### src/rtl/vbs_pkg.sv
package vbs_pkg;

  localparam logic [31:0] LFSR_TAPS = 32'h8020_0003;

  // Register indexes of the configuration port.
  localparam logic [2:0] REG_THRESH  = 3'd0;
  localparam logic [2:0] REG_MINM    = 3'd1;
  localparam logic [2:0] REG_FACTOR  = 3'd2;
  localparam logic [2:0] REG_SAMPLES = 3'd3;
  localparam logic [2:0] REG_WIDTH   = 3'd4;
  localparam logic [2:0] REG_HEIGHT  = 3'd5;
  localparam logic [2:0] REG_SEED    = 3'd6;

  localparam logic [7:0] MASK_FG = 8'd255;

  typedef enum logic [3:0] {
    ST_IDLE,
    ST_SETUP,
    ST_INIT,
    ST_READ,
    ST_MATCH,
    ST_CHANCE,
    ST_MOD,
    ST_OWN,
    ST_DIR,
    ST_NEIGH,
    ST_DONE
  } state_t;

  // Commands from the controller to the datapath.
  typedef struct packed {
    logic load;      // capture item and position
    logic init_wr;   // write one init sample, step sample index
    logic rd_issue;  // issue read of current sample
    logic acc;       // accumulate match of returned sample
    logic draw;      // step the LFSR
    logic mod_start; // start modulo of the latest draw
    logic mod_step;  // one restoring step of the modulo unit
    logic own_wr;    // write own sample from modulo result
    logic dir_take;  // latch direction from latest draw
    logic neigh_wr;  // write neighbour sample from modulo result
    logic finish;    // present result and advance position
  } cmd_t;

  // Status from the datapath to the controller.
  typedef struct packed {
    logic is_update;
    logic last_sample;
    logic background;
    logic mod_done;
    logic mod_zero;
    logic out_busy;
  } stat_t;

  function automatic logic [31:0] lfsr_next(input logic [31:0] s);
    lfsr_next = s[0] ? ((s >> 1) ^ LFSR_TAPS) : (s >> 1);
  endfunction

endpackage

### src/rtl/vbs_ctrl.sv
module vbs_ctrl
  import vbs_pkg::*;
(
  input  logic  clk,
  input  logic  rst_n,
  input  logic  in_valid,
  output logic  in_ready,
  input  stat_t stat,
  output cmd_t  cmd
);

  state_t state_r, state_nxt;
  // Tells which modulo is running: 0 chance, 1 own index, 2 neighbour index.
  logic [1:0] mod_sel_r, mod_sel_nxt;

  always_ff @(posedge clk) begin
    if (!rst_n) begin
      state_r   <= ST_IDLE;
      mod_sel_r <= 2'd0;
    end else begin
      state_r   <= state_nxt;
      mod_sel_r <= mod_sel_nxt;
    end
  end

  // Next state.
  always_comb begin
    state_nxt   = state_r;
    mod_sel_nxt = mod_sel_r;
    case (state_r)
      ST_IDLE:   if (in_valid && !stat.out_busy) state_nxt = ST_SETUP;
      ST_SETUP:  state_nxt = stat.is_update ? ST_READ :
                             (stat.last_sample ? ST_DONE : ST_INIT);
      ST_INIT:   if (stat.last_sample) state_nxt = ST_DONE;
      ST_READ:   state_nxt = ST_MATCH;
      ST_MATCH:  state_nxt = stat.last_sample ?
                             (stat.background ? ST_CHANCE : ST_DONE) : ST_READ;
      ST_CHANCE: begin
        state_nxt   = ST_MOD;
        mod_sel_nxt = 2'd0;
      end
      ST_MOD: begin
        if (stat.mod_done) begin
          case (mod_sel_r)
            2'd0:    state_nxt = stat.mod_zero ? ST_OWN : ST_DONE;
            2'd1:    state_nxt = ST_DIR;
            default: state_nxt = ST_DONE;
          endcase
        end
      end
      ST_OWN: begin
        state_nxt   = ST_MOD;
        mod_sel_nxt = 2'd1;
      end
      ST_DIR:    state_nxt = ST_NEIGH;
      ST_NEIGH: begin
        state_nxt   = ST_MOD;
        mod_sel_nxt = 2'd2;
      end
      ST_DONE:   state_nxt = ST_IDLE;
      default:   state_nxt = ST_IDLE;
    endcase
  end

  // Outputs.
  always_comb begin
    cmd      = '0;
    in_ready = 1'b0;
    case (state_r)
      ST_IDLE: begin
        in_ready = !stat.out_busy;
        cmd.load = in_valid && !stat.out_busy;
      end
      ST_SETUP:  cmd.init_wr = !stat.is_update;
      ST_INIT: begin
        cmd.init_wr = 1'b1;
        cmd.draw    = 1'b1;
      end
      ST_READ:   cmd.rd_issue = 1'b1;
      ST_MATCH:  cmd.acc = 1'b1;
      ST_CHANCE: begin
        cmd.draw      = 1'b1;
        cmd.mod_start = 1'b1;
      end
      ST_MOD: begin
        cmd.mod_step = !stat.mod_done;
        if (stat.mod_done) begin
          case (mod_sel_r)
            2'd1:    cmd.own_wr = 1'b1;
            2'd2:    cmd.neigh_wr = 1'b1;
            default: cmd.own_wr = 1'b0;
          endcase
        end
      end
      ST_OWN: begin
        cmd.draw      = 1'b1;
        cmd.mod_start = 1'b1;
      end
      ST_DIR: begin
        cmd.draw     = 1'b1;
        cmd.dir_take = 1'b1;
      end
      ST_NEIGH: begin
        cmd.draw      = 1'b1;
        cmd.mod_start = 1'b1;
      end
      ST_DONE:   cmd.finish = 1'b1;
      default:   cmd = '0;
    endcase
  end

  // A result is only presented from the completing state.
  assert property (@(posedge clk) disable iff (!rst_n)
    cmd.finish |=> state_r == ST_IDLE)
    else $error("finish not followed by idle");
  assert property (@(posedge clk) disable iff (!rst_n)
    cmd.load |=> state_r == ST_SETUP)
    else $error("load not followed by setup");
  assert property (@(posedge clk) disable iff (!rst_n)
    $onehot0({cmd.own_wr, cmd.neigh_wr, cmd.init_wr}))
    else $error("two store writes in one cycle");

endmodule

### config.mk
export PLATFORM = sky130hd
export DESIGN_NAME = vbs_ctrl
export DESIGN_NICKNAME = d
export VERILOG_FILES = /design/src/rtl/vbs_pkg.sv /design/src/rtl/vbs_ctrl.sv
export SDC_FILE = /design/constraint.sdc
export NUM_CORES = 1
export LEC_CHECK = 0
export BUFFER_PORTS_ARGS = -buffer_cell sky130_fd_sc_hd__buf_4
export CAP_MARGIN = 20
export CORE_AREA = 5 5 42 44
export CTS_CLUSTER_SIZE = 10
export DETAILED_ROUTE_END_ITERATION = 10
export DIE_AREA = 0 0 47 49
export PLACE_DENSITY = 0.71
export RECOVER_POWER = 50
export SYNTH_ARGS = -nofsm -noshare
export SYNTH_HDL_FRONTEND = slang
export SYNTH_SLANG_ARGS = --single-unit
### constraint.sdc
create_clock -name clk -period 2.8 [get_ports clk]
set_clock_uncertainty 0.15 [all_clocks]
set_input_delay 0.56 -clock clk [delete_from_list [all_inputs] [get_ports clk]]
set_output_delay 0.56 -clock clk [all_outputs]
set_load 0.02 [all_outputs]
==> results.json <==
{
  "status": "finished, final reports clean",
  "ant_nets": 0,
  "cp-end-kind": "primary output",
  "grt_pass1_wl_um": 2590,
  "r2r_start": "state_r[2]",
  "fin_nets": 109,
  "synthCells": 80,
  "cts.sinks": 6,
  "ys.warnings.count": 0,
  "portBuffers": 20,
  "dp_slack_ns": 0.658,
  "die_w_um": 47,
  "slew_violations": 0,
  "drv_cap": 0,
  "yosysSeqAreaShare_pct": 20.8,
  "wl_per_cell_um": 13.2,
  "ir_drop_uv": 315,
  "nFillCells": 154,
  "ios": 21,
  "p_per_area_mw_per_mm2": 683,
  "crit_path_start_kind": "flop",
  "numCtsBuffers": 3,
  "layout_common_cells": "buf_4, nand2_1, nor2_1, o21ai_0, dfxtp_1",
  "crit_path_max_incr_delay_ns": 0.67,
  "syn_area_um2": 578,
  "cts.clk_slew.worst_paths_ns": 0.05,
  "fin_hold_ws_ns": 0.410,
  "slowest_stage": "dfxtp_1",
  "finalSetupViolations": 0,
  "rsz0062_at_grt": "false",
  "critical_path.max_fanout": 16,
  "dpl.cell_count": 111,
  "ctsHoldBuffers": 0,
  "ys_ff_latch": 6,
  "syn_to_final_growth_pct": 24.5,
  "firstDrtPassIters": 4,
  "grt_max_degree": 18,
  "diodes": 0,
  "die_area_mm2": 0.00230,
  "grt_pass1_vias": 546,
  "synth_area_leaders": "dfxtp_1, nand2_1, o21ai_0, nor2_1, nor2b_1",
  "hold_violations": 0,
  "grt_usage_pct": 14.8,
  "cp_top_family": "flip-flops",
  "via_per_inst": 5.70,
  "synth_top_area_share_pct": 20.8,
  "fin_tns_setup_ns": 0,
  "num_vias": 650,
  "period_share_pct": 86.0,
  "die_y_um": 49,
  "crit_path_start": "state_r[1]",
  "htreeDepth": 1,
  "routed_wl_um": 1500,
  "ys_types": 34,
  "fin_crit_ns": 2.41,
  "cp_cell_sequence": "nand2b_4 > nor2_1 > nand2_1 > nor3b_1 > buf_4",
  "worst_pin_slew_ns": 0.552,
  "clock_latency_ns": 0.24,
  "synth_fp_nets": 89,
  "layout_commonest_cell": "buf_4",
  "crit_type": "reg -> out",
  "cts_tree": "built",
  "cts-root-buf": "clkbuf_4",
  "worst-path-buf-inv": 1,
  "clk_path_buf_depth": 2,
  "p_leak_nw": 0.303,
  "layout-drive-gt1-share_pct": 24.5,
  "fin_cells": 114,
  "worstHoldStart": "rst_n",
  "yosysTopAreaCell": "dfxtp_1",
  "setup_ws_ns": 0.393,
  "fmax_mhz": 415,
  "hpwl_um": 1140,
  "initial_core_util_pct": 41.2,
  "cts_repair_resize_count": 0,
  "min_path_type": "in -> reg",
  "post_cts_buffers": 0,
  "cp.arrival_ns": 1.70,
  "grt_overflow": 0,
  "finalWeightedCongestion": 0.895,
  "antenna_found_initial": 0,
  "avgSynthCellArea_um2": 7.23,
  "drt_iter0_drc": 28,
  "drc": 0,
  "rows": 14,
  "coreArea_mm2": 0.00140,
  "worstPathRequired_ns": 2.09,
  "max-slew-margin-rel_pct": 63.2
}
==> state kept, by name, summed over array words and instances, names as in the netlist <==
signal     cells
mod_sel_r      2
state_r        4
==> worst paths after layout <==
check	to	slack (ns)	cells past startpoint
setup reg to reg	state_r[2]	0.95	4
hold reg to reg	mod_sel_r[1]	0.47	2
hold / removal	state_r[2]	0.41	3
setup / recovery	cmd[1]	0.39	5
==> stage by stage <==
step / utilization (%) / power [mW] / area [um^2]
2_1_floorplan: - / 0.349 / 578
3_3_place_gp: 51.3 / 0.421 / 719
3_5_place_dp: 51.3 / 0.423 / 719
4_1_cts: 52.9 / 0.505 / 742
5_1_grt: 51.3 / 0.533 / 719
6_report: 51.3 / 0.491 / 719
==> cell type report <==
type	count	area [um^2]	area share, %
Clock buffer	3	22.5	3.13
Multi-Input combinational cell	69	410	57.0
Sequential cell	6	120	16.7
Tap cell	16	20.0	2.78
Timing Repair Buffer	20	146	20.3
==> routing by layer <==
metal	vias to the layer above	track usage [%]	part of all wire, %
met2	18	21.7	51
met4	0	2.76	0
met3	0	2.21	5.6
li1	325	-	-
met1	307	22.5	43
met5	-	0	0
==> synthesized netlist by cell type (all sizes together) <==
library cell   n
dfxtp          6
and3b          1
nor3           3
buf            4
nand2         10
or3b           1
xnor2          1
a22oi          2
nor2           9
nor3b          1
a31oi          3
or3            1
nand4          1
clkbuf         1
a21o           2
o21ai          7
o2111ai        1
and2b          1
mux2           1
and3           2
nand3b         2
o21a           2
a2bb2oi        1
nand2b         5
nor2b          5
a211oi         2
a21boi         2
nand3          3
==> cell families after synthesis <==
group | after synthesis | share of synthesized area, %
AO/OA/AOI/OAI | 22 | 26.4
XOR/XNOR | 1 | 1.52
buffers and inverters | 5 | 4.98
flip-flops | 6 | 20.8
multiplexers | 1 | 1.95
AND/OR/NAND/NOR | 45 | 44.4
==> worst reg2reg max path, delay by kind of cell (launching register included) <==
kind | cells | cell delay, ns
and+or+nand+nor | 1 | 0.35
AOI/OAI and AO/OA | 2 | 0.30
DFF | 1 | 0.55
muxes | 1 | 0.38
==> power by group <==
part	switching [mW]	internal, mW
registers	0.0581	0.101
logic	0.129	0.120
clock network	0.0340	0.0487
(Power assumes the default switching activity.)
